**config.mk**
```make
export PLATFORM = sky130hd
export DESIGN_NAME = task_budget_enforcer_top
export DESIGN_NICKNAME = d
export VERILOG_FILES = /design/src/rtl/tbe_pkg.sv /design/src/rtl/tbe_cfg_regs.sv /design/src/rtl/tbe_core.sv /design/src/rtl/task_budget_enforcer_top.sv
export SDC_FILE = /design/constraint.sdc
export NUM_CORES = 2
export LEC_CHECK = 0
export BUFFER_PORTS_ARGS = -buffer_cell sky130_fd_sc_hd__buf_2
export CAP_MARGIN = 5
export CORE_MARGIN = 8
export CORE_UTILIZATION = 50
export CTS_CLUSTER_DIAMETER = 120
export DETAILED_ROUTE_END_ITERATION = 6
export GPL_TIMING_DRIVEN = 1
export PLACE_DENSITY = 0.72
export SYNTH_ARGS = -nofsm -noshare
export SYNTH_HDL_FRONTEND = slang
export SYNTH_HIERARCHICAL = 1
export SYNTH_SLANG_ARGS = --single-unit
```
**constraint.sdc**
```tcl
create_clock -name clk -period 40.6 [get_ports clk]
set_input_delay 8.12 -clock clk [delete_from_list [all_inputs] [get_ports clk]]
set_output_delay 8.12 -clock clk [all_outputs]
set_load 0.03 [all_outputs]
```
**src/rtl/tbe_pkg.sv**
```systemverilog
// shared types and constants for the task budget enforcer
// no dependencies; used by every module of the block by scoped names
package tbe_pkg;

    localparam int unsigned BUDGET_W = 40;
    localparam int unsigned THRESH_W = 20;
    localparam int unsigned TIME_W   = 64;
    localparam int unsigned COUNT_W  = 32;
    localparam int unsigned CFG_IDX_W  = 2;
    localparam int unsigned CFG_DATA_W = 40;
    localparam int unsigned IN_DATA_W  = 72;
    localparam int unsigned OUT_DATA_W = 440;

    localparam logic [THRESH_W-1:0] THRESHOLD_RESET = 20'd5000;

    localparam logic [CFG_IDX_W-1:0] CFG_PERIOD_BUDGET  = 2'd0;
    localparam logic [CFG_IDX_W-1:0] CFG_THROTTLE_THR   = 2'd1;
    localparam logic [CFG_IDX_W-1:0] CFG_ENFORCE_ENABLE = 2'd2;

    typedef enum logic [2:0] {
        OP_FIRST_JOB    = 3'd0,
        OP_NEXT_JOB     = 3'd1,
        OP_NEXT_JOB_ALT = 3'd2,
        OP_SWITCH_IN    = 3'd3,
        OP_SWITCH_OUT   = 3'd4,
        OP_TICK         = 3'd5,
        OP_REFRESH      = 3'd6,
        OP_QUERY        = 3'd7
    } op_t;

    typedef struct packed {
        logic [BUDGET_W-1:0] period_budget;
        logic [THRESH_W-1:0] throttle_threshold;
        logic                enforce_enable;
    } cfg_t;

    typedef struct packed {
        logic [BUDGET_W-1:0] remaining_budget;
        logic [TIME_W-1:0]   job_runtime;
        logic [TIME_W-1:0]   job_runtime_alt;
        logic [TIME_W-1:0]   period_used;
        logic                throttled;
        logic                resched_request;
        logic                wake_request;
        logic                timer_arm;
        logic [BUDGET_W-1:0] timer_delay;
        logic [COUNT_W-1:0]  overrun_count;
        logic [TIME_W-1:0]   max_overuse;
        logic [TIME_W-1:0]   consumed_total;
    } result_t;

endpackage

```
**src/rtl/tbe_cfg_regs.sv**
```systemverilog
// configuration registers of the task budget enforcer
// depends on tbe_pkg for the register indexes and the cfg_t type
module tbe_cfg_regs (
    input  logic                              clk,
    input  logic                              rst_n,
    input  logic                              cfg_we,
    input  logic [tbe_pkg::CFG_IDX_W-1:0]     cfg_index,
    input  logic [tbe_pkg::CFG_DATA_W-1:0]    cfg_data,
    output tbe_pkg::cfg_t                     cfg
);

    tbe_pkg::cfg_t cfg_reg;

    always_ff @(posedge clk or negedge rst_n)
    begin
        if (!rst_n)
        begin
            cfg_reg.period_budget      <= '0;
            cfg_reg.throttle_threshold <= tbe_pkg::THRESHOLD_RESET;
            cfg_reg.enforce_enable     <= 1'b1;
        end
        else if (cfg_we)
        begin
            unique case (cfg_index)
                tbe_pkg::CFG_PERIOD_BUDGET:
                    cfg_reg.period_budget <= cfg_data;
                tbe_pkg::CFG_THROTTLE_THR:
                    cfg_reg.throttle_threshold <= cfg_data[tbe_pkg::THRESH_W-1:0];
                tbe_pkg::CFG_ENFORCE_ENABLE:
                    cfg_reg.enforce_enable <= cfg_data[0];
                default:
                    ;
            endcase
        end
    end

    assign cfg = cfg_reg;

endmodule

```
**src/rtl/tbe_core.sv**
```systemverilog
// task state registers and the single-pass event update
// depends on tbe_pkg for op_t, cfg_t and result_t
module tbe_core (
    input  logic                          clk,
    input  logic                          rst_n,
    input  logic                          step,
    input  tbe_pkg::op_t                  op,
    input  logic [tbe_pkg::TIME_W-1:0]    now,
    input  logic                          queue_nonempty,
    input  tbe_pkg::cfg_t                 cfg,
    output tbe_pkg::result_t              res
);

    localparam int unsigned TW = tbe_pkg::TIME_W;
    localparam int unsigned BW = tbe_pkg::BUDGET_W;
    localparam int unsigned HW = tbe_pkg::THRESH_W;
    localparam int unsigned CW = tbe_pkg::COUNT_W;

    logic          sleeping_reg, sleeping_next;
    logic          throttle_reg, throttle_next;
    logic [TW-1:0] period_start_reg, period_start_next;
    logic [TW-1:0] job_start_reg, job_start_next;
    logic [TW-1:0] job_start_alt_reg, job_start_alt_next;
    logic [TW-1:0] job_accum_reg, job_accum_next;
    logic [TW-1:0] job_accum_alt_reg, job_accum_alt_next;
    logic [TW-1:0] period_accum_reg, period_accum_next;
    logic [CW-1:0] overuse_cnt_reg, overuse_cnt_next;
    logic [TW-1:0] overuse_peak_reg, overuse_peak_next;
    logic [TW-1:0] consumed_reg, consumed_next;

    logic [TW-1:0] d_period, d_job, d_alt;
    logic [TW-1:0] since_period, since_job, since_alt;
    logic [TW-1:0] used_before, used_after;
    logic [TW-1:0] budget_ext, thresh_ext, over;
    logic [BW-1:0] rem_diff, rem;
    logic          rem_zero, check;
    logic          resched, wake, arm;
    logic [TW-1:0] job_out, alt_out;

    assign d_period     = now - period_start_reg;
    assign d_job        = now - job_start_reg;
    assign d_alt        = now - job_start_alt_reg;
    assign since_period = sleeping_reg ? '0 : d_period;
    assign since_job    = sleeping_reg ? '0 : d_job;
    assign since_alt    = sleeping_reg ? '0 : d_alt;
    assign used_before  = period_accum_reg + since_period;
    assign budget_ext   = {{(TW-BW){1'b0}}, cfg.period_budget};
    assign thresh_ext   = {{(TW-HW){1'b0}}, cfg.throttle_threshold};
    assign over         = used_before - budget_ext;

    // used after the event, picked per op from the values before it
    always_comb
    begin
        case (op)
            tbe_pkg::OP_FIRST_JOB: used_after = '0;
            tbe_pkg::OP_SWITCH_IN: used_after = throttle_reg ? used_before : period_accum_reg;
            tbe_pkg::OP_REFRESH:   used_after = since_period;
            default:               used_after = used_before;
        endcase
    end

    assign rem_diff = cfg.period_budget - used_after[BW-1:0];
    assign rem      = ((used_after >= budget_ext) ||
                       (rem_diff < {{(BW-HW){1'b0}}, cfg.throttle_threshold})) ? '0 : rem_diff;
    assign rem_zero = (rem == '0);
    assign check    = cfg.enforce_enable &&
                      (((op == tbe_pkg::OP_SWITCH_IN) && !throttle_reg) ||
                       (op == tbe_pkg::OP_TICK));

    always_comb
    begin
        sleeping_next      = sleeping_reg;
        throttle_next      = throttle_reg;
        period_start_next  = period_start_reg;
        job_start_next     = job_start_reg;
        job_start_alt_next = job_start_alt_reg;
        job_accum_next     = job_accum_reg;
        job_accum_alt_next = job_accum_alt_reg;
        period_accum_next  = period_accum_reg;
        overuse_cnt_next   = overuse_cnt_reg;
        overuse_peak_next  = overuse_peak_reg;
        consumed_next      = consumed_reg;
        resched            = 1'b0;
        wake               = 1'b0;
        arm                = 1'b0;

        unique case (op)
            tbe_pkg::OP_FIRST_JOB:
            begin
                job_accum_next     = '0;
                job_accum_alt_next = '0;
                job_start_next     = now;
                job_start_alt_next = now;
                period_accum_next  = '0;
                period_start_next  = now;
            end
            tbe_pkg::OP_NEXT_JOB:
            begin
                job_accum_next = '0;
                job_start_next = now;
            end
            tbe_pkg::OP_NEXT_JOB_ALT:
            begin
                job_accum_alt_next = '0;
                job_start_alt_next = now;
            end
            tbe_pkg::OP_SWITCH_IN:
            begin
                if (throttle_reg)
                begin
                    resched = 1'b1;
                end
                else
                begin
                    period_start_next  = now;
                    job_start_next     = now;
                    job_start_alt_next = now;
                    sleeping_next      = 1'b0;
                end
            end
            tbe_pkg::OP_SWITCH_OUT:
            begin
                if (!sleeping_reg)
                begin
                    job_accum_next     = job_accum_reg + d_job;
                    job_accum_alt_next = job_accum_alt_reg + d_alt;
                    period_accum_next  = used_before;
                    sleeping_next      = 1'b1;
                end
            end
            tbe_pkg::OP_REFRESH:
            begin
                if (used_before > budget_ext)
                begin
                    if ((over > thresh_ext) && (overuse_cnt_reg != '1))
                    begin
                        overuse_cnt_next = overuse_cnt_reg + CW'(1);
                    end
                    if (over > overuse_peak_reg)
                    begin
                        overuse_peak_next = over;
                    end
                end
                consumed_next     = consumed_reg + period_accum_reg;
                period_accum_next = '0;
                throttle_next     = 1'b0;
                wake              = throttle_reg && queue_nonempty;
            end
            default:
                ;
        endcase

        // enabled budget check on tick and unthrottled switch-in
        if (check)
        begin
            if (rem_zero)
            begin
                if (!throttle_reg)
                begin
                    throttle_next = 1'b1;
                    resched       = 1'b1;
                end
            end
            else
            begin
                arm = 1'b1;
            end
        end
    end

    always_comb
    begin
        case (op)
            tbe_pkg::OP_FIRST_JOB: job_out = '0;
            tbe_pkg::OP_NEXT_JOB:  job_out = d_job + job_accum_reg;
            tbe_pkg::OP_SWITCH_IN: job_out = throttle_reg ? job_accum_reg + since_job
                                                          : job_accum_reg;
            default:               job_out = job_accum_reg + since_job;
        endcase
        case (op)
            tbe_pkg::OP_FIRST_JOB:    alt_out = '0;
            tbe_pkg::OP_NEXT_JOB_ALT: alt_out = d_alt + job_accum_alt_reg;
            tbe_pkg::OP_SWITCH_IN:    alt_out = throttle_reg ? job_accum_alt_reg + since_alt
                                                             : job_accum_alt_reg;
            default:                  alt_out = job_accum_alt_reg + since_alt;
        endcase
    end

    always_ff @(posedge clk or negedge rst_n)
    begin
        if (!rst_n)
        begin
            sleeping_reg      <= 1'b1;
            throttle_reg      <= 1'b0;
            period_start_reg  <= '0;
            job_start_reg     <= '0;
            job_start_alt_reg <= '0;
            job_accum_reg     <= '0;
            job_accum_alt_reg <= '0;
            period_accum_reg  <= '0;
            overuse_cnt_reg   <= '0;
            overuse_peak_reg  <= '0;
            consumed_reg      <= '0;
        end
        else if (step)
        begin
            sleeping_reg      <= sleeping_next;
            throttle_reg      <= throttle_next;
            period_start_reg  <= period_start_next;
            job_start_reg     <= job_start_next;
            job_start_alt_reg <= job_start_alt_next;
            job_accum_reg     <= job_accum_next;
            job_accum_alt_reg <= job_accum_alt_next;
            period_accum_reg  <= period_accum_next;
            overuse_cnt_reg   <= overuse_cnt_next;
            overuse_peak_reg  <= overuse_peak_next;
            consumed_reg      <= consumed_next;
        end
    end

    assign res.remaining_budget = rem;
    assign res.job_runtime      = job_out;
    assign res.job_runtime_alt  = alt_out;
    assign res.period_used      = used_after;
    assign res.throttled        = throttle_next;
    assign res.resched_request  = resched;
    assign res.wake_request     = wake;
    assign res.timer_arm        = arm;
    assign res.timer_delay      = arm ? rem - {{(BW-HW+1){1'b0}}, cfg.throttle_threshold[HW-1:1]}
                                      : '0;
    assign res.overrun_count    = overuse_cnt_next;
    assign res.max_overuse      = overuse_peak_next;
    assign res.consumed_total   = consumed_next;

endmodule

```
**src/rtl/task_budget_enforcer_top.sv**
```systemverilog
// top level of the task budget enforcer: input register, core, result register
// depends on tbe_pkg, tbe_cfg_regs and tbe_core
//
//  channel   direction  signals                      payload
//  s_axis    in         tvalid tready tdata tuser    one scheduler event
//  m_axis    out        tvalid tready tdata          one result per event
//  cfg       in         cfg_we cfg_index cfg_data    register write, no handshake
//
// an event is taken into the input register, updated against the task state by the core
// and lands in the result register; one event per cycle sustained while results are accepted
// a result turns valid once its event has passed the input register and the result register
// reset returns the task state and the config registers to their reset values and clears both valid flags
// a stalled result holds while the input register still takes one more event
module task_budget_enforcer_top (
    input  logic                               clk,
    input  logic                               rst_n,
    input  logic                               s_axis_tvalid,
    output logic                               s_axis_tready,
    input  logic [tbe_pkg::IN_DATA_W-1:0]      s_axis_tdata,  // now, queue_nonempty
    input  logic [2:0]                         s_axis_tuser,  // op
    output logic                               m_axis_tvalid,
    input  logic                               m_axis_tready,
    // remaining_budget, job_runtime, job_runtime_alt, period_used, throttled,
    // resched_request, wake_request, timer_arm, timer_delay, overrun_count,
    // max_overuse, consumed_total
    output logic [tbe_pkg::OUT_DATA_W-1:0]     m_axis_tdata,
    input  logic                               cfg_we,
    input  logic [tbe_pkg::CFG_IDX_W-1:0]      cfg_index,
    input  logic [tbe_pkg::CFG_DATA_W-1:0]     cfg_data
);

    localparam int unsigned TW = tbe_pkg::TIME_W;

    tbe_pkg::cfg_t    cfg;
    tbe_pkg::result_t res;
    tbe_pkg::result_t out_reg;

    logic             in_valid_reg;
    tbe_pkg::op_t     op_reg;
    logic [TW-1:0]    now_reg;
    logic             qne_reg;
    logic             out_valid_reg;
    logic             advance;
    logic             in_take;

    assign advance       = in_valid_reg && (!out_valid_reg || m_axis_tready);
    assign s_axis_tready = !in_valid_reg || advance;
    assign in_take       = s_axis_tvalid && s_axis_tready;

    tbe_cfg_regs u_cfg (
        .clk       (clk),
        .rst_n     (rst_n),
        .cfg_we    (cfg_we),
        .cfg_index (cfg_index),
        .cfg_data  (cfg_data),
        .cfg       (cfg)
    );

    tbe_core u_core (
        .clk            (clk),
        .rst_n          (rst_n),
        .step           (advance),
        .op             (op_reg),
        .now            (now_reg),
        .queue_nonempty (qne_reg),
        .cfg            (cfg),
        .res            (res)
    );

    always_ff @(posedge clk or negedge rst_n)
    begin
        if (!rst_n)
        begin
            in_valid_reg  <= 1'b0;
            out_valid_reg <= 1'b0;
        end
        else
        begin
            if (in_take)
            begin
                in_valid_reg <= 1'b1;
            end
            else if (advance)
            begin
                in_valid_reg <= 1'b0;
            end
            if (advance)
            begin
                out_valid_reg <= 1'b1;
            end
            else if (m_axis_tready)
            begin
                out_valid_reg <= 1'b0;
            end
        end
    end

    always_ff @(posedge clk)
    begin
        if (in_take)
        begin
            op_reg  <= tbe_pkg::op_t'(s_axis_tuser);
            now_reg <= s_axis_tdata[TW-1:0];
            qne_reg <= s_axis_tdata[TW];
        end
        if (advance)
        begin
            out_reg <= res;
        end
    end

    assign m_axis_tvalid = out_valid_reg;
    assign m_axis_tdata  = {4'b0,
                            out_reg.consumed_total,
                            out_reg.max_overuse,
                            out_reg.overrun_count,
                            out_reg.timer_delay,
                            out_reg.timer_arm,
                            out_reg.wake_request,
                            out_reg.resched_request,
                            out_reg.throttled,
                            out_reg.period_used,
                            out_reg.job_runtime_alt,
                            out_reg.job_runtime,
                            out_reg.remaining_budget};

`ifndef SYNTHESIS
    a_arm_not_resched: assert property (@(posedge clk) disable iff (!rst_n)
        out_valid_reg |-> !(out_reg.timer_arm && out_reg.resched_request))
        else $error("timer armed together with a reschedule request");

    a_wake_unthrottled: assert property (@(posedge clk) disable iff (!rst_n)
        out_valid_reg && out_reg.wake_request |-> !out_reg.throttled)
        else $error("wake request while still throttled");

    a_arm_budget_left: assert property (@(posedge clk) disable iff (!rst_n)
        out_valid_reg && out_reg.timer_arm |-> (out_reg.remaining_budget != '0))
        else $error("timer armed with no budget left");

    a_stall_blocks_input: assert property (@(posedge clk) disable iff (!rst_n)
        in_valid_reg && out_valid_reg && !m_axis_tready |-> !s_axis_tready)
        else $error("input taken while both stages are full and stalled");
`endif

endmodule
```
After elaboration in Yosys (flattened, before gate mapping)
Cells that the tools add are included.

storage, ports and cells
  bits in registers = 1113
  logic and storage cells = 142
  output and inout port bits = 442

operators by class
  add/sub/neg operators = 13
  order comparisons = 5
  reductions and logical operators = 38
  muxes and demuxes = 44
  equal/unequal tests = 11

operators with widths
  operator                                                          count
  64-bit 2-to-1 mux                                                 14
  64-bit case mux with 2 select lines                               6
  64-bit case mux with 3 select lines                               3
  64-bit adder                                                      6
  64-bit subtractor                                                 3
  32-bit 2-to-1 mux                                                 3
  64-bit by 40-bit greater-or-equal comparator with 1-bit output    1
  64-bit by 20-bit greater-than comparator with 1-bit output        1
  64-bit by 40-bit greater-than comparator with 1-bit output        1
  64-bit greater-than comparator                                    1
  64-bit by 40-bit subtractor with 64-bit output                    1
  40-bit logical NOT                                                1
  40-bit by 20-bit less-than comparator with 1-bit output           1
  40-bit 2-to-1 mux                                                 1
  40-bit by 19-bit subtractor with 40-bit output                    1
  40-bit subtractor                                                 1
  32-bit by 1-bit adder with 32-bit output (second input constant)  1
  32-bit != test (second input constant)                            1
  3-bit AND reduction                                               7
  2-bit nonzero test                                                9
  1-bit 2-to-1 mux                                                  16
  3-bit == test (second input constant)                             3
  3-bit by 2-bit == test with 1-bit output (second input constant)  2
  1-bit logical AND                                                 6
  other kinds (11)                                                  21

Depth between registers and ports, before layout
  depth in word-level cells = 12
  depth in mapped cells = 58
  mapped depth without buffers = 54

Cells and area by module
The synthesis kept the hierarchy.

modules (own cells, without submodules)
  module                    sequential area each (sq um)  times used  cells each  area each (sq um)
  tbe_core                  13664.4                       1           8525        65600.4
  task_budget_enforcer_top  15184.6                       1           517         15272.1
  tbe_cfg_regs              1534.0                        1           131         2309.7

Worst setup path before layout
No wires, ideal clock.

  path type = input port to flip-flop
  from = in m_axis_tready
  to = reg u_core.job_accum_reg[48]
  arrival = 20.766 ns
  required time = 40.534 ns
  path buffers = 2
  slack = 19.767 ns
  cell stages on the path = 7
  cells stage by stage = nand2b_1 and2_1 nand2b_1 nor3_1 clkbuf_1 clkbuf_1 a22o_1

on the way
  word-level cells in the longest chain between the ends = 3

ends and longest elaborated chain
  element                               RTL line                        RTL
  from (decl)                           task_budget_enforcer_top.sv:22  input logic m_axis_tready,
  1-bit logical OR                      task_budget_enforcer_top.sv:46  assign advance = in_valid_reg && (!out_valid_reg || m_axis_tready);
  1-bit logical AND                     task_budget_enforcer_top.sv:46
  net advance                           task_budget_enforcer_top.sv:43  logic advance;
  3-bit AND reduction (no source line)  -
  to (signal assigned)                  tbe_core.sv:212                 job_accum_reg <= job_accum_next;
  to (decl)                             tbe_core.sv:24                  logic [TW-1:0] job_accum_reg, job_accum_next;

The timed path passes the listed nets, and every way through them passes these cells.
A chain may end at the register's enable or synchronous reset.

Worst setup path in the final report
  from = in m_axis_tready
  to = out s_axis_tready

on the way
  word-level cells in the longest chain between the ends = 3

ends and longest elaborated chain
  element            RTL line                        RTL
  1-bit logical OR   task_budget_enforcer_top.sv:46
  1-bit logical AND  task_budget_enforcer_top.sv:46
  1-bit logical OR   task_budget_enforcer_top.sv:47  assign s_axis_tready = !in_valid_reg || advance;
  to (decl)          task_budget_enforcer_top.sv:18  output logic s_axis_tready,

Every way passes these cells.

==> impl_metrics.tcl <==
set metrics [dict create \
    drc 1 \
    tightest_slew_ns 1.23 \
    grt_pass1_vias 69000 \
    synth.most_common_cell "nand2_1" \
    min_path_type "reg2reg" \
    grt_first_pass_wirelength_um 403000 \
    grt_max_degree 126 \
    die_x_um 424 \
    worstPathMaxFanout 3 \
    relSlewSlack_pct 16.6 \
    synth_commonest_cells "932 x nand2_1, 822 x o21ai_0, 813 x ha_1" \
    drv_cap 0 \
    die_h_um 424 \
    synth.area.top_cells "edfxtp_1 18%, dfrtp_1 18%, ha_1 12%" \
    holdBufCountCts 0 \
    ant_nets 0 \
    cts_resized 0 \
    synth.distinct_cells 108 \
    synth_area_per_cell_sq_um 9.07 \
    synth_seq_cells 1113 \
    cts_tree "yes" \
    dieArea_sq_um 180000 \
    power_density_nw_per_um2 92.8 \
    synthArstFlopShare_pct 54.7 \
    finalMaxSlewViolations 0 \
    yosysTopAreaCellShare_pct 18.2 \
    areaGrowthSynthToFinish_pct 11.1 \
    clockBufferDepth 3 \
    finalHoldViolations 0 \
    vias_per_cell 6.03 \
    synth_compound_area_share_pct 22.7 \
    timing.setup.tns_ns 0 \
    synth.largest_area_cell "edfxtp_1" \
    finClkSkew_ns 0.0355 \
    wl_per_cell_um 22.3 \
    routed_wirelength_um 265000 \
    synthMuxAreaShare_pct 2.20 \
    yosys_most_used_dff "dfrtp_1" \
    finalNonFillerCells 11900 \
    p_leak_nw 42.8 \
    grt_setup_unrepaired "false" \
    status "finished with violations" \
    hold_slack_ns 0.496 \
    synth_seq_area_share_pct 36.5 \
    worst_ep_arrival_time_ns 8.56 \
    drt_iter0_markers 6852 \
    crit_path_start_kind "input pin" \
    yosys_warnings 6 \
    dr.pass1.iters 7 \
    initial_core_util_pct 50.4 \
    track_usage_pct 28.2 \
    pin_count 564 \
    synth-xor-area-share_pct 7.39 \
    cts_setup_buffers 0 \
    required_ns 32.48 \
    synth_top_family_by_area "compound AO/OA/AOI/OAI gates" \
    overflow 0 \
    ir_drop_uv 59.4 \
    postSynthCellCount 9173 \
    num_vias 71800 \
    io_buffer_count 552 \
    critPathKind "in2out" \
    synth_fa_ha_area_share_pct 12.5 \
    ctsHtreeMaxLevel 4 \
    finalCritPeriodShare_pct 41.1 \
    coreArea_sq_um 165000 \
    fin_nets 10600 \
    place_inst 11700 \
    gp_congestion 0.972 \
    critPathCaptureType "primary output" \
    num_rows 149 \
    max_freq_ghz 0.0600 \
    clock_latency_ns 0.79 \
    fin_crit_ns 16.68 \
    violations "DRC" \
    yosys.area_share.simple_pct 14.6 \
    cts.sinks 1113 \
    largest_register_ffs 436 \
    setup_viol 0 \
    clockRootBuffer "clkbuf_16" \
    synth-edff-count 504 \
    dp_hpwl_um 206000 \
    drive_above_1_share_pct 11.1 \
    synth_area_sq_um 83200 \
    clkSlewWorstSetupHoldPaths_ns 0.06 \
    antenna_found_initial 10 \
    cts_buffers 134 \
]
routing by layer:
metal	part of all wire (%)	vias to the layer above	routed length (um)	global-route usage [%]
li1	-	34200	-	-
met5	0	-	0	0
met3	6.0	475	15900	3.36
met4	4.5	0	11900	11.5
met2	46	2530	121000	46.0
met1	44	34600	117000	38.2
critical path, cell delays in order:
cell and delay (ns):
buf_2 0.10, nand3b_4 0.15, buf_2 0.18
power breakdown:
part | internal, W | switching, W
logic | 0.00203 | 0.00357
clock network | 0.000714 | 0.000488
registers | 0.00156 | 0.000209
path summary, 6_finish.rpt:
check / cells after the start / slack [ns] / from / endpoint
max reg2reg: 51 / 26.19 / now_reg[0]$_DFFE_PP_ / m_axis_tdata[268]$_DFFE_PP_
max in group asynchronous: 4 / 30.26 / rst_n / u_core/job_start_alt_reg[56]$_DFFE_PN0P_
max: 3 / 23.92 / m_axis_tready / s_axis_tready
min in group asynchronous: 1 / 7.37 / rst_n / u_core/overuse_peak_reg[5]$_DFFE_PN0P_
min reg2reg: 1 / 0.50 / u_cfg/cfg[60]$_DFFE_PN0P_ / u_cfg/cfg[60]$_DFFE_PN0P_
min: 1 / 0.50 / u_cfg/cfg[60]$_DFFE_PN0P_ / u_cfg/cfg[60]$_DFFE_PN0P_
through the flow:
step | setup WS (ns) | total power (W) | instance area, sq um | utilization, %
floorplan | 19.77 | 0.00564 | 83200 | -
global placement | 23.93 | 0.00713 | 88100 | 53.3
detailed placement | 23.92 | 0.00724 | 88100 | 53.3
CTS | 23.92 | 0.00849 | 92400 | 56.0
global route | 23.90 | 0.00915 | 92400 | 56.0
finish | 23.92 | 0.00857 | 92400 | 56.0
cell type report:
| cell class | count | area, sq um |
|---|---|---|
| Tap cell | 2189 | 2740 |
| Fill cell | 14800 | 72700 |
| Antenna cell | 2 | 5.00 |
| Multi-Input combinational cell | 7168 | 49500 |
| Clock buffer | 189 | 3810 |
| Inverter | 558 | 2090 |
| Clock inverter | 54 | 572 |
| Sequential cell | 1113 | 30400 |
| Timing Repair Buffer | 632 | 3370 |
cell families (layout without fill, tap and decap cells):
| kind of cell | Yosys count | count (layout) |
|---|---|---|
| AO/OA/AOI/OAI | 2941 | 2941 |
| AND/OR/NAND/NOR | 2535 | 2535 |
| flip-flops | 1113 | 1113 |
| buffers and inverters | 895 | 1433 |
| adder cells (fa/ha/maj) | 824 | 824 |
| XOR/XNOR | 700 | 700 |
| multiplexers | 164 | 164 |
| other | 1 | 6 |
placed cells by master (no fill, tap or decap), drive strengths merged, types with 430 or more instances in the layout:
master  Yosys  final
a21o      430    430
a21oi     700    700
buf        55    632
dfrtp     602    602
edfxtp    504    504
ha        813    813
inv       558    571
nand2     932    932
nor2      527    527
o21ai     838    838
xnor2     448    448
(Power assumes the default switching activity.)
